File: src/sv/sfcc_pkg.sv
// shared types, constants and crc helper for the sensor frame checker
package sfcc_pkg;

	localparam logic [7:0]  CRC_POLY     = 8'h31;
	localparam logic [15:0] STATUS_MASK  = 16'hfffc;

	localparam logic [30:0] TEMP_SCALE   = 31'd17572;
	// 4685 * 65536
	localparam logic signed [31:0] TEMP_OFFSET = 32'sd307036160;

	localparam logic [29:0] RH_MUL       = 30'd15625;
	localparam int          RH_SHIFT     = 13;
	localparam logic [16:0] RH_OFFSET    = 17'd6000;
	localparam logic [16:0] RH_HALF      = 17'd500;
	// offset minus half, for the rounded quotient
	localparam logic [16:0] RH_OFS_HALF  = 17'd5500;
	// ceil(2^27 / 1000), exact for dividends below 2^17
	localparam logic [17:0] RH_RECIP     = 18'd134218;
	localparam int          RH_RECIP_SH  = 27;

	typedef struct packed {
		logic        crc_ok;
		logic        kind;
		logic [15:0] raw;
		logic [30:0] temp_prod;
		logic [16:0] rh_scaled;
	} mid_t;

	// one byte through the msb-first crc-8 register, initial value 0
	function automatic logic [7:0] crc8_byte(input logic [7:0] din);
		logic [7:0] crc;
		crc = din;
		for (int i = 0; i < 8; i++) begin
			if (crc[7]) begin
				crc = {crc[6:0], 1'b0} ^ CRC_POLY;
			end else begin
				crc = {crc[6:0], 1'b0};
			end
		end
		return crc;
	endfunction

endpackage

File: src/sv/sfcc_front.sv
// input register, crc check and constant products for the frame checker
module sfcc_front (
	input  logic               clk,
	input  logic               arst_n,
	input  logic               in_valid,
	output logic               in_ready,
	input  logic               in_kind,
	input  logic [23:0]        in_frame,
	output logic               out_valid,
	input  logic               out_ready,
	output sfcc_pkg::mid_t     out_mid
);

	logic               valid_s1;
	logic               kind_s1;
	logic [23:0]        frame_s1;
	logic               valid_s2;
	sfcc_pkg::mid_t     mid_s2;
	sfcc_pkg::mid_t     mid_d;
	logic               ready_s2;
	logic [7:0]         hi;
	logic [7:0]         lo;
	logic [7:0]         chk;
	logic [15:0]        raw;
	logic [29:0]        rh_prod;

	assign ready_s2 = !valid_s2 || out_ready;
	assign in_ready = !valid_s1 || ready_s2;

	always_comb begin
		hi  = frame_s1[7:0];
		lo  = frame_s1[15:8];
		chk = frame_s1[23:16];
		raw = {hi, lo} & sfcc_pkg::STATUS_MASK;
		rh_prod = {14'b0, raw} * sfcc_pkg::RH_MUL;
		mid_d.crc_ok    = (sfcc_pkg::crc8_byte(sfcc_pkg::crc8_byte(hi) ^ lo) == chk);
		mid_d.kind      = kind_s1;
		mid_d.raw       = raw;
		mid_d.temp_prod = {15'b0, raw} * sfcc_pkg::TEMP_SCALE;
		mid_d.rh_scaled = rh_prod[sfcc_pkg::RH_SHIFT +: 17];
	end

	always_ff @(posedge clk or negedge arst_n) begin
		if (!arst_n) begin
			valid_s1 <= 1'b0;
			valid_s2 <= 1'b0;
		end else begin
			if (in_ready) valid_s1 <= in_valid;
			if (ready_s2) valid_s2 <= valid_s1;
		end
	end

	always_ff @(posedge clk) begin
		if (in_ready && in_valid) begin
			kind_s1  <= in_kind;
			frame_s1 <= in_frame;
		end
		if (ready_s2 && valid_s1) mid_s2 <= mid_d;
	end

	assign out_valid = valid_s2;
	assign out_mid   = mid_s2;

endmodule

File: src/sv/sfcc_back.sv
// unit conversion and result register for the frame checker
module sfcc_back (
	input  logic               clk,
	input  logic               arst_n,
	input  logic               in_valid,
	output logic               in_ready,
	input  sfcc_pkg::mid_t     in_mid,
	output logic               out_valid,
	input  logic               out_ready,
	output logic               out_ok,
	output logic [15:0]        out_raw,
	output logic [14:0]        out_meas
);

	logic               valid_q;
	logic               ok_q;
	logic [15:0]        raw_q;
	logic [14:0]        meas_q;
	logic signed [31:0] temp_num;
	logic [14:0]        temp_res;
	logic               temp_up;
	logic [16:0]        rh_y;
	logic [34:0]        rh_prod;
	logic [14:0]        meas_d;

	assign in_ready = !valid_q || out_ready;

	always_comb begin
		temp_num = $signed({1'b0, in_mid.temp_prod}) - sfcc_pkg::TEMP_OFFSET;
		// floor shift, then step up for a negative value with a fraction
		temp_up  = temp_num[31] && (temp_num[15:0] != 16'd0);
		temp_res = temp_num[30:16] + {14'b0, temp_up};
		// negative intermediate clamps to zero, which rounds to zero
		if (in_mid.rh_scaled < sfcc_pkg::RH_OFFSET) begin
			rh_y = sfcc_pkg::RH_HALF;
		end else begin
			rh_y = in_mid.rh_scaled - sfcc_pkg::RH_OFS_HALF;
		end
		rh_prod = {18'b0, rh_y} * {17'b0, sfcc_pkg::RH_RECIP};
		if (in_mid.kind) begin
			meas_d = {7'b0, rh_prod[sfcc_pkg::RH_RECIP_SH +: 8]};
		end else begin
			meas_d = temp_res;
		end
	end

	always_ff @(posedge clk or negedge arst_n) begin
		if (!arst_n) begin
			valid_q <= 1'b0;
		end else if (in_ready) begin
			valid_q <= in_valid;
		end
	end

	always_ff @(posedge clk) begin
		if (in_ready && in_valid) begin
			ok_q   <= in_mid.crc_ok;
			raw_q  <= in_mid.crc_ok ? in_mid.raw : 16'd0;
			meas_q <= in_mid.crc_ok ? meas_d : 15'd0;
		end
	end

	assign out_valid = valid_q;
	assign out_ok    = ok_q;
	assign out_raw   = raw_q;
	assign out_meas  = meas_q;

endmodule

File: src/sv/sensor_frame_check_and_convert.sv
// sensor frame checker top: crc-8 check, status masking and unit conversion
// throughput: one frame per cycle unless m_tready holds off the result;
// an accepted request passes through the three-stage register pipeline
// (input register, product register after the constant multiplies, result register)
// reset: arst_n clears all stage valid flags; payload registers are not reset
module sensor_frame_check_and_convert (
	input  logic        clk,
	input  logic        arst_n,
	input  logic        s_tvalid,
	output logic        s_tready,
	input  logic [23:0] s_tdata,  // data_high[7:0], data_low[15:8], check_byte[23:16]
	input  logic        s_tuser,  // kind
	output logic        m_tvalid,
	input  logic        m_tready,
	output logic [31:0] m_tdata,  // raw_reading[15:0], measurement[30:16], zero[31]
	output logic        m_tuser   // valid_res
);

	logic               mid_valid;
	logic               mid_ready;
	sfcc_pkg::mid_t     mid;
	logic [15:0]        raw;
	logic [14:0]        meas;

	sfcc_front u_front (
		.clk       (clk),
		.arst_n    (arst_n),
		.in_valid  (s_tvalid),
		.in_ready  (s_tready),
		.in_kind   (s_tuser),
		.in_frame  (s_tdata),
		.out_valid (mid_valid),
		.out_ready (mid_ready),
		.out_mid   (mid)
	);

	sfcc_back u_back (
		.clk       (clk),
		.arst_n    (arst_n),
		.in_valid  (mid_valid),
		.in_ready  (mid_ready),
		.in_mid    (mid),
		.out_valid (m_tvalid),
		.out_ready (m_tready),
		.out_ok    (m_tuser),
		.out_raw   (raw),
		.out_meas  (meas)
	);

	assign m_tdata = {1'b0, meas, raw};

	// failed check carries an all-zero payload
	a_fail_zero: assert property (@(posedge clk) disable iff (!arst_n)
		m_tvalid && !m_tuser |-> m_tdata == 32'd0)
		else $error("failed frame with nonzero payload");

	// status bits never reach the result
	a_status_clear: assert property (@(posedge clk) disable iff (!arst_n)
		m_tvalid |-> m_tdata[1:0] == 2'b00)
		else $error("status bits not masked");

	// converted value stays in the documented range
	a_meas_range: assert property (@(posedge clk) disable iff (!arst_n)
		m_tvalid |-> ($signed(m_tdata[30:16]) >= -15'sd4685 &&
			$signed(m_tdata[30:16]) <= 15'sd12885))
		else $error("measurement out of range");

	// an empty result register means the whole pipeline can take a request
	a_ready_empty: assert property (@(posedge clk) disable iff (!arst_n)
		!m_tvalid |-> s_tready)
		else $error("input stalled with empty output");

endmodule

File: config.mk
export PLATFORM = sky130hd
export DESIGN_NAME = sensor_frame_check_and_convert
export DESIGN_NICKNAME = d
export VERILOG_FILES = /design/src/sv/sfcc_pkg.sv /design/src/sv/sfcc_front.sv /design/src/sv/sfcc_back.sv /design/src/sv/sensor_frame_check_and_convert.sv
export SDC_FILE = /design/constraint.sdc
export NUM_CORES = 1
export LEC_CHECK = 0
export BUFFER_PORTS_ARGS = -buffer_cell sky130_fd_sc_hd__buf_4
export CAP_MARGIN = 15
export CORE_MARGIN = 1.5
export CORE_UTILIZATION = 30
export CTS_BUF_LIST = sky130_fd_sc_hd__clkbuf_16
export CTS_CLUSTER_DIAMETER = 40
export DETAILED_ROUTE_END_ITERATION = 12
export GPL_ROUTABILITY_DRIVEN = 0
export GPL_TIMING_DRIVEN = 0
export SLEW_MARGIN = 0
export SYNTH_ARGS = -nofsm -noshare
export SYNTH_HDL_FRONTEND = slang
export SYNTH_SLANG_ARGS = --single-unit
File: constraint.sdc
create_clock -name clk -period 18.2 [get_ports clk]
set_clock_uncertainty 0.2 [all_clocks]
set_input_delay 3.64 -clock clk [delete_from_list [all_inputs] [get_ports clk]]
set_output_delay 3.64 -clock clk [all_outputs]
set_load 0.02 [all_outputs]
## Word level (Yosys, flattened, before mapping)

Index checks and enable logic that the tools add are counted.

| word-level totals | value |
|---|---|
| flip-flop bits (word level) | 118 |
| output and inout port bits | 35 |
| input port bits | 29 |
| logic and storage cells | 70 |

| operators by class | value |
|---|---|
| bitwise gates (word level) | 18 |
| equal/unequal tests | 1 |
| mux-type cells | 18 |
| $lt $le $gt $ge | 1 |
| multiply operators | 3 |
| add/sub/neg operators | 3 |
| reduce and logical (&&, ||, !) cells | 12 |

Operators with widths:

| cell | number |
|---|---|
| $mux 6 | 16 |
| $not 3->3 | 16 |
| $mul 17x17->34 const B | 1 |
| $sub 31x29->32 const B | 1 |
| $mul 14x14->28 const B | 1 |
| $mul 14x13->27 const B | 1 |
| $lt 17x13->1 const B | 1 |
| $mux 17 | 1 |
| $sub 17x13->17 const B | 1 |
| $reduce_bool 16->1 | 1 |
| $add 15x1->15 | 1 |
| $eq 8x8->1 | 1 |
| $mux 8 | 1 |
| $xor 8x8->8 | 1 |
| $logic_and 1x1->1 | 4 |
| $logic_not 1->1 | 3 |
| $logic_or 1x1->1 | 3 |
| $reduce_or 2->1 | 1 |
| $not 1->1 | 1 |

## Longest topological paths before layout

Gate-level depths: netlist (run 1).

| depth | value |
|---|---|
| word-level depth | 34 |
| depth in mapped cells | 26 |
| gate-level depth less buffers | 26 |

## Hierarchy

From an unflattened synthesis (run 1), not the netlist that was laid out.

| second synthesis, totals | value |
|---|---|
| cells, all modules | 1392 |
| area total of the unflattened synthesis | 14317.5 sq um |

By module, submodules not included:

| module | area each (sq um) | cells an instance | seq. area each (sq um) | times used |
|---|---|---|---|---|
| sfcc_front | 8181.6 | 712 | 2512.4 | 1 |
| sfcc_back | 6124.6 | 678 | 985.9 | 1 |
| sensor_frame_check_and_convert | 11.3 | 2 | 0.0 | 1 |

## Least setup slack after synthesis (run 1)

OpenSTA, ideal clock, no wires.

| path | value |
|---|---|
| path kind | input-to-output |
| start | in m_tready |
| end | out s_tready |
| arrival time | 3.991 ns |
| path slack | 10.369 ns |
| path buffers | 0 |
| stages | 2 |
| data required time | 14.360 ns |
| path through | nor2b_1 > nand3_1 |

| between the ends | value |
|---|---|
| longest elaborated chain between the ends | 3 |

RTL lines:

| element | line | source |
|---|---|---|
| start: declaration | sensor_frame_check_and_convert.sv:14 | `input logic m_tready,` |
| $logic_or 1x1->1 | sfcc_back.sv:26 | `assign in_ready = !valid_q \|\| out_ready;` |
| $logic_or 1x1->1 | sfcc_front.sv:27 | `assign ready_s2 = !valid_s2 \|\| out_ready;` |
| $logic_or 1x1->1 | sfcc_front.sv:28 | `assign in_ready = !valid_s1 \|\| ready_s2;` |
| end: declaration | sensor_frame_check_and_convert.sv:10 | `output logic s_tready,` |

Every way passes these cells.

## Worst setup path in the final report (run 1)

Same ends and word-level chain as after synthesis.

==> flow_metrics.py, run 1 <==
metrics = {
    "routing": {
        "vias": 8947,
        "vias_per_cell": 4.593,
        "drt-pass1-iter-count": 5,
        "drt_iter0_drc": 346,
        "drc": 0,
        "totalWireLength_um": 27990,
        "ant_nets": 0,
        "wl_per_cell_um": 14.37,
    },
    "timing": {
        "period_minus_slack_ns": 8.057,
        "finalCritPeriodShare_pct": 44.27,
        "finalHoldViolations": 0,
        "tightest_slew_ns": 0.9985,
        "max_freq_mhz": 124.1,
        "slew_viol_final": 0,
        "rsz0062_at_grt": "no",
        "max_slew_margin_pct": 33.44,
        "fin_setup_tns_ns": 0,
        "setup_violations": 0,
    },
    "grt": {
        "overflow": 0,
        "antenna_found_initial": 1,
        "grt_pass1_vias": 9476,
        "grt_start_max_net_pins": 33,
        "grt_first_pass_wirelength_um": 46950,
        "grtUsageTotal_pct": 12.73,
    },
    "clock_tree": {
        "htreeDepth": 4,
        "cts_buffers": 17,
        "cts_resized": 0,
        "clk_latency_ns": 0.44,
        "clkSinkCount": 115,
        "root_buffer": "clkbuf_16",
        "clk_pin_slew_ns": 0.06,
        "cts_tree": "done",
        "cts_hold_buf": 0,
        "post_cts_buffers": 0,
        "clk_path_buf_depth": 2,
    },
    "hold_path": {
        "holdCritPathClass": "flop to flop",
    },
    "floorplan": {
        "num_rows": 77,
        "die_area_sq_mm": 0.04679,
        "die_x_um": 216.3,
        "io_pins": 64,
        "initial_utilization_pct": 30.61,
        "core_area_sq_mm": 0.04461,
        "dieHeight_um": 216.3,
    },
    "layout": {
        "drive_above_1_share_pct": 8.407,
        "fin_nets": 1794,
        "area_delta_synth_final_pct": 13.85,
        "diodes": 0,
    },
    "yosys": {
        "netlist.area_leader.share_pct": 28.41,
        "synth_seq_cells": 115,
        "ys_top_cells_by_area": "ha_1 (28%), edfxtp_1 (25%), fa_1 (16%)",
        "synth.avg_cell_area_sq_um": 10.83,
        "synth_cell_types": 74,
        "synth_edf_count": 112,
        "synthArstFlopShare_pct": 2.609,
        "synth_area_leader_cell": "ha_1",
        "yosysSeqAreaShare_pct": 25.19,
        "synth_warnings": 0,
        "synthesis.area_sq_mm": 0.01365,
        "ys.flop_type": "edfxtp_1",
        "synthCells": 1261,
    },
    "placement": {
        "place_hpwl_um": 22760,
        "port-buffer-count": 60,
    },
    "worst_setup_path": {
        "worst-setup-path-type": "input pin to output port",
        "start_kind": "input pin",
        "worst-path-max-fanout": 3,
        "required_ns": 14.36,
        "crit_arrival_ns": 4.22,
        "critPathCaptureType": "output port",
    },
    "outcome": {
        "run_status": "completed",
    },
    "job": {
        "maxCapViolations": 0,
    },
}
==> cells by family (layout without fill, tap and decap cells) <==
kind of cell             Yosys count  count (layout)  synth area share, %
AND/OR/NAND/NOR                  215             215                8.441
other                              1               3              0.02747
adder cells (fa/ha/maj)          421             421                44.69
buffers and inverters            244             337                6.800
multiplexers                       3               3               0.2200
XOR/XNOR                          98              98                6.452
flip-flops                       115             115                25.19
AO/OA/AOI/OAI                    164             164                8.185
==> final timing paths <==
check,from,to,slack (ns),cells after the start
worst min register to register,u_front.valid_s1$_DFFE_PN0N_,u_front.out_valid$_DFFE_PN0P_,0.30,1
min in group asynchronous,arst_n,u_front.valid_s1$_DFFE_PN0N_,2.78,1
worst max-delay path,m_tready,s_tready,10.14,4
worst min-delay path,u_front.valid_s1$_DFFE_PN0N_,u_front.out_valid$_DFFE_PN0P_,0.30,1
max in group asynchronous,arst_n,u_front.out_valid$_DFFE_PN0P_,14.93,1
worst max register to register,u_front.out_mid[12]$_DFFE_PP_,u_back.out_meas[6]$_SDFFCE_PN0P_,10.84,24
==> flip-flops by register name, summed over array words and instances, names as in the netlist <==
| name | cells |
|---|---|
| u_back.out_meas | 15 |
| u_back.out_ok | 1 |
| u_back.out_raw | 14 |
| u_back.out_valid | 1 |
| u_front.frame_s1 | 24 |
| u_front.kind_s1 | 1 |
| u_front.out_mid | 57 |
| u_front.out_valid | 1 |
| u_front.valid_s1 | 1 |
==> critical path: stages <==
cell	delay (ns)
buf_4	0.11
nor2b_1	0.15
nand3_1	0.14
buf_4	0.18
==> per-stage QoR <==
stage	setup slack, ns	util, %	cells	cell area, sq um	hold WS [ns]
finish	10.14	34.84	1948	15540	0.3015
global route	10.12	34.84	1948	15540	0.3167
CTS	10.15	34.78	1947	15510	0.3016
detailed placement	10.16	33.36	1916	14880	0.2731
global placement	10.15	33.29	1915	14850	0.2615
floorplan	10.37	-	1263	13660	0.2003
==> cell usage in the layout (no fill, tap or decap), types with 4 or more instances in the layout <==
cell       instances
a21oi_1           46
nor2b_1            9
buf_4             63
and3_1             5
inv_1            233
fa_1             111
nor3_1            12
edfxtp_1         112
nand3b_1           6
nor2_1            41
o21a_1             7
a31oi_1            7
and2_1            24
nand2_1           41
nor4_1             8
xnor2_1           71
o22ai_1            5
o31ai_1            4
bufinv_16          5
o211ai_1           9
a21o_1            15
a211oi_1           6
or3_1              6
xor2_1            24
nand3_1           23
nand2b_1          18
ha_1             310
o21ai_0           24
clkbuf_16         17
o31a_1             4
clkbuf_1           6
==> synthesized netlist by cell type, types with 3 or more instances <==
| cell type | n |
|---|---|
| a211oi_1 | 6 |
| a21boi_0 | 4 |
| a21o_1 | 15 |
| a21oi_1 | 46 |
| a311oi_1 | 3 |
| a31oi_1 | 7 |
| and2_1 | 26 |
| and3_1 | 5 |
| buf_4 | 3 |
| clkbuf_1 | 6 |
| dfrtp_1 | 3 |
| edfxtp_1 | 112 |
| fa_1 | 111 |
| ha_1 | 310 |
| inv_1 | 233 |
| mux2i_1 | 3 |
| nand2_1 | 41 |
| nand2b_1 | 18 |
| nand3_1 | 23 |
| nand3b_1 | 6 |
| nand4_1 | 3 |
| nor2_1 | 41 |
| nor2b_1 | 9 |
| nor3_1 | 12 |
| nor4_1 | 8 |
| o211ai_1 | 9 |
| o21a_1 | 7 |
| o21ai_0 | 24 |
| o21bai_1 | 3 |
| o22ai_1 | 5 |
| o31a_1 | 4 |
| o31ai_1 | 4 |
| or2_2 | 3 |
| or3_1 | 6 |
| xnor2_1 | 71 |
| xor2_1 | 24 |
==> per-layer routing <==
layer / global-route usage, % / up-vias / routed length (um) / part of all wire [%]
met5: 0 / - / 0 / 0
met3: 3.088 / 28 / 1201 / 4.3
met4: 3.495 / 0 / 396 / 1.4
met2: 20.66 / 132 / 12520 / 45
li1: - / 4509 / - / -
met1: 16.85 / 4278 / 13870 / 50
==> layout make-up <==
type / count / area, sq um
buffer: 11 / 53.80
clock buffer: 17 / 425.4
clock inverter: 14 / 209.0
fill: 4399 / 29060
inverter: 233 / 874.6
multi-input combinational: 904 / 9295
sequential: 115 / 3438
tap: 592 / 740.7
timing repair buffer: 62 / 505.5
Power of run 1 is left out: the tool's default activity adds up to more than one toggle a clock period on the data nets, which glitch-free logic cannot reach.
==> run 2: changes to the inputs <==
ABC_AREA = 1   (was default)
clock period = 7.4 ns   (was 18.2 ns; I/O delays follow)
==> run 2 against run 1 <==
  * Core utilization shrank 0.37 points
  * Global-route usage grew 0.60 points
  * Via count grew 20%
  * Synthesized cell count grew 28%
  * Clock-buffer cell count is the same
  * Die area grew 6.9%
  * Sequential share of layout area shrank 1.3 points
  * Largest cell class unchanged
==> flow_metrics.py, run 2 <==
metrics = {
    "outcome": {
        "run_status": "completed",
    },
    "timing": {
        "finalHoldViolations": 0,
        "finalCritPeriodShare_pct": 90.50,
        "fin_setup_tns_ns": 0,
        "max_slew_margin_pct": 18.86,
        "slew_viol_final": 0,
        "rsz0062_at_grt": "no",
        "tightest_slew_ns": 1.217,
        "setup_violations": 0,
        "period_minus_slack_ns": 6.697,
        "max_freq_mhz": 149.3,
    },
    "worst_setup_path": {
        "worst_path_largest_cell_delay_ns": 0.80,
        "worst-setup-path-type": "flop to flop",
        "worst-path-max-fanout": 6,
        "cp_slowest_cell": "a31oi_1",
        "cp_common_cell": "nand2_1",
        "critPathCaptureType": "flop",
        "start_kind": "flop",
        "required_ns": 7.38,
        "crit_arrival_ns": 6.68,
    },
    "layout": {
        "largest_register_ff_count": 57,
        "num-fill-cells": 4859,
        "drive_above_1_share_pct": 8.168,
        "regArea_sq_mm": 0.003438,
        "area_delta_synth_final_pct": 13.10,
        "layout_common_cells": "inv_1 (313), ha_1 (310), nand2_1 (275)",
        "fin_nets": 2151,
        "diodes": 0,
        "layout_commonest_cell": "inv_1",
        "multi_input_area_sq_mm": 0.009961,
    },
    "clock_tree": {
        "post_cts_buffers": 0,
        "cts_hold_buf": 0,
        "cts_buffers": 17,
        "cts_tree": "done",
        "clk_pin_slew_ns": 0.06,
        "root_buffer": "clkbuf_16",
        "clkSinkCount": 115,
        "htreeDepth": 4,
        "cts_resized": 0,
        "clk_latency_ns": 0.44,
        "clk_path_buf_depth": 2,
    },
    "job": {
        "maxCapViolations": 0,
    },
    "yosys": {
        "ys_top_cells_by_area": "ha_1 (27%), edfxtp_1 (23%), fa_1 (15%)",
        "synthTopCellsByCount": "inv_1 (314), ha_1 (310), nand2_1 (275)",
        "synth_warnings": 0,
        "synth_area_leader_cell": "ha_1",
        "synth_cell_types": 49,
        "synth_mux_area_share_pct": 0,
        "synthCells": 1615,
        "synthXorXnorAreaFrac_pct": 4.230,
        "synth.avg_cell_area_sq_um": 9.048,
        "synth_compound_area_share_pct": 6.807,
        "yosysSeqAreaShare_pct": 23.53,
        "ys.flop_type": "edfxtp_1",
        "synthArstFlopShare_pct": 2.609,
        "synth_seq_cells": 115,
        "synth_top_family_by_area": "adder cells",
        "synthesis.area_sq_mm": 0.01461,
        "yosysMostFrequentCell": "inv_1",
        "netlist.area_leader.share_pct": 26.54,
        "synthSimpleGateAreaFrac_pct": 15.22,
        "yosys.area_share.adder_pct": 41.75,
        "synth_edf_count": 112,
    },
    "routing": {
        "wl_per_cell_um": 13.50,
        "vias": 10730,
        "drt_iter0_drc": 401,
        "ant_nets": 0,
        "drc": 0,
        "totalWireLength_um": 31430,
        "drt-pass1-iter-count": 5,
        "vias_per_cell": 4.605,
    },
    "grt": {
        "grt_pass1_vias": 10930,
        "antenna_found_initial": 0,
        "overflow": 0,
        "grt_start_max_net_pins": 49,
        "grtUsageTotal_pct": 13.33,
        "grt_first_pass_wirelength_um": 52920,
    },
    "placement": {
        "place_hpwl_um": 26260,
        "port-buffer-count": 60,
    },
    "floorplan": {
        "die_area_sq_mm": 0.05004,
        "io_pins": 64,
        "initial_utilization_pct": 30.48,
        "core_area_sq_mm": 0.04795,
        "dieHeight_um": 223.7,
        "die_x_um": 223.7,
        "num_rows": 80,
    },
    "hold_path": {
        "holdCritPathClass": "flop to flop",
    },
}
-- run 2: critical path: cells and delay by family (launching register included) --
family                     cells  cell delay (ns)
adders and majority gates      7             2.69
and+or+nand+nor               14             1.74
AOI/OAI and AO/OA              3             1.08
DFF                            1             0.48
buffers and inverters          5             0.24
-- run 2: cell type report --
| type | instances | area share [%] |
|---|---|---|
| Sequential cell | 115 | 20.80 |
| Inverter | 319 | 7.245 |
| Tap cell | 615 | 4.656 |
| Clock buffer | 17 | 2.574 |
| Buffer | 6 | 0.2120 |
| Timing Repair Buffer | 65 | 3.134 |
| Clock inverter | 15 | 1.105 |
| Multi-Input combinational cell | 1177 | 60.27 |
-- run 2: metrics by stage --
step / cells / worst slack, ns / instance area, sq um / util [%] / hold slack [ns]
global route: 2329 / 0.1940 / 16530 / 34.47 / 0.2242
global placement: 2292 / 0.5035 / 15840 / 33.04 / 0.2092
CTS: 2329 / 0.7367 / 16530 / 34.47 / 0.2245
finish: 2329 / 0.7032 / 16530 / 34.47 / 0.2251
detailed placement: 2297 / 0.7734 / 15920 / 33.20 / 0.2116
floorplan: 1617 / 1.702 / 14620 / - / 0.2003
-- run 2: logic make-up after synthesis --
| group | count (synthesis) |
|---|---|
| flops | 115 |
| simple gates | 506 |
| xor+xnor | 68 |
| compound gates | 179 |
| fa+ha+maj | 421 |
| other cells | 1 |
| buf+inv | 325 |
-- run 2: worst paths after layout --
kind / start / end / slack, ns / cells past startpoint
worst min-delay path: u_front.kind_s1$_DFFE_PP_ / u_front.out_mid[64]$_DFFE_PP_ / 0.23 / 0
max in group asynchronous: arst_n / u_back.out_valid$_DFFE_PN0P_ / 6.29 / 1
worst min register to register: u_front.kind_s1$_DFFE_PP_ / u_front.out_mid[64]$_DFFE_PP_ / 0.23 / 0
worst max-delay path: u_front.out_mid[2]$_DFFE_PP_ / u_back.out_meas[6]$_SDFFCE_PN0P_ / 0.70 / 29
worst max register to register: u_front.out_mid[2]$_DFFE_PP_ / u_back.out_meas[6]$_SDFFCE_PN0P_ / 0.70 / 29
min in group asynchronous: arst_n / u_front.out_valid$_DFFE_PN0P_ / 0.61 / 1
-- run 2: routing by layer --
layer  wire length, um  up-vias  track usage, %
li1                  -     5495               -
met1             15660     5023           17.78
met2             14080      176           21.68
met3              1162       32           2.859
met4               530        0           3.858
met5                 0        -               0
Power of run 2 is left out for the same reason.
==> run 3: changes to the inputs <==
clock period = 6.2 ns   (was 7.4 ns; I/O delays follow)
==> run 3 against run 2 <==
  * Die area unchanged
  * Critical path type unchanged
  * Highest routed layer unchanged
  * Worst setup slack got worse by 0.42 ns
  * Wire length increased by 2.6%
  * Flip-flop and latch count is the same
==> flow_metrics.py, run 3 (synthesis results as in run 2) <==
metrics = {
    "worst_setup_path": {
        "worst-path-max-fanout": 9,
        "required_ns": 6.28,
        "worst_path_largest_cell_delay_ns": 0.53,
        "crit_arrival_ns": 5.99,
        "r2r_cells": 28,
        "critPathCaptureType": "flop",
        "worst-setup-path-type": "flop to flop",
        "start_kind": "flop",
        "cp_common_cell": "nand2_1",
        "cp_slowest_cell": "fa_1",
    },
    "job": {
        "maxCapViolations": 0,
    },
    "timing": {
        "whs_ns": 0.2251,
        "slew_viol_final": 0,
        "tightest_slew_ns": 1.042,
        "max_freq_mhz": 169.0,
        "finalCritPeriodShare_pct": 95.46,
        "period_minus_slack_ns": 5.918,
        "rsz0062_at_grt": "yes",
        "max_slew_margin_pct": 30.53,
        "setup_violations": 0,
        "finalHoldViolations": 0,
    },
    "floorplan": {
        "core_area_sq_mm": 0.04795,
        "die_x_um": 223.7,
        "die_area_sq_mm": 0.05004,
        "io_pins": 64,
        "num_rows": 80,
        "dieHeight_um": 223.7,
        "initial_utilization_pct": 30.48,
    },
    "layout": {
        "largest_register_ff_count": 57,
        "drive_above_1_share_pct": 12.82,
        "layout_common_cells": "inv_1 (312), ha_1 (300), nand2_1 (267)",
        "fin_nets": 2177,
        "regArea_sq_mm": 0.003438,
        "layout_commonest_cell": "inv_1",
        "multi_input_area_sq_mm": 0.01032,
        "diodes": 0,
        "area_delta_synth_final_pct": 17.22,
        "final_cells": 2355,
        "num-fill-cells": 4783,
    },
    "routing": {
        "ant_nets": 0,
        "drt-met1-wl_um": 15940,
        "wl_met2_um": 14640,
        "vias": 10890,
        "wl_per_cell_um": 13.69,
        "drt_iter0_drc": 442,
        "drc": 0,
        "totalWireLength_um": 32250,
        "met3_length_um": 1104,
        "top_layer_used": "met4",
        "vias_per_cell": 4.625,
        "drt-pass1-iter-count": 6,
    },
    "clock_tree": {
        "root_buffer": "clkbuf_16",
        "cts_hold_buf": 0,
        "cts_tree": "done",
        "clk_pin_slew_ns": 0.05,
        "clkSinkCount": 115,
        "cts_buffers": 17,
        "clk_path_buf_depth": 2,
        "htreeDepth": 4,
        "clk_latency_ns": 0.44,
    },
    "grt": {
        "overflow": 0,
        "grt_first_pass_wirelength_um": 53270,
        "antenna_found_initial": 0,
        "grt_pass1_vias": 10980,
        "grtUsageTotal_pct": 13.42,
        "grt_start_max_net_pins": 49,
    },
    "outcome": {
        "run_status": "completed",
    },
    "placement": {
        "place_hpwl_um": 26260,
        "port-buffer-count": 60,
        "dp_cells": 2297,
    },
    "hold_path": {
        "holdCritPathClass": "flop to flop",
        "whs_path_depth": 0,
    },
}
run 3: area by class of cell:
class                   count  share of cell area [%]
plain buffers               6                  0.2045
clock buffers              17                   2.484
clock inverters            15                   1.066
inverters                 319                   7.005
multi-input cells        1177                   60.25
flip-flops and latches    115                   20.07
well taps                 615                   4.492
repair buffers             91                   4.427
run 3: path summary, 6_finish.rpt:
kind | startpoint | endpoint | slack (ns)
min in group asynchronous | arst_n | u_front.out_valid$_DFFE_PN0P_ | 0.37
worst max register to register | u_front.out_mid[12]$_DFFE_PP_ | u_back.out_meas[4]$_SDFFCE_PN0P_ | 0.28
worst min-delay path | u_front.kind_s1$_DFFE_PP_ | u_front.out_mid[64]$_DFFE_PP_ | 0.23
worst max-delay path | u_front.out_mid[12]$_DFFE_PP_ | u_back.out_meas[4]$_SDFFCE_PN0P_ | 0.28
worst min register to register | u_front.kind_s1$_DFFE_PP_ | u_front.out_mid[64]$_DFFE_PP_ | 0.23
max in group asynchronous | arst_n | u_back.out_valid$_DFFE_PN0P_ | 5.34
run 3: what timing repair did:
action	CTS	global route
cloned	0	0
pin swaps	3	18
gates resized for setup	18	63
setup endpoints to repair	8	8
buffers inserted	9	18
run 3: critical path, delay by kind of cell (launching register included):
kind	cells	cell delay, ns
AO/OA/AOI/OAI	2	0.23
AND/OR/NAND/NOR	13	1.56
flip-flops	1	0.52
adder cells (fa/ha/maj)	7	2.80
buffers and inverters	6	0.43
run 3: stage by stage:
| stage | setup WS [ns] | instance area [sq um] | setup TNS, ns | util [%] |
|---|---|---|---|---|
| 3_3_place_gp | -0.6965 | 15840 | -4.744 | 33.04 |
| 3_5_place_dp | -0.4266 | 15920 | -2.527 | 33.20 |
| 2_1_floorplan | 0.5019 | 14620 | 0 | - |
| 6_report | 0.2816 | 17130 | 0 | 35.73 |
| 5_1_grt | -0.08586 | 17130 | -0.2997 | 35.73 |
| 4_1_cts | 0.002325 | 16680 | 0 | 34.80 |
run 3: per-layer routing:
layer  up-vias  track usage, %
met2       175           21.93
met1      5143           17.92
met4         0           3.858
li1       5536               -
met3        38           2.741
met5         -               0
Power of run 3 is left out for the same reason.
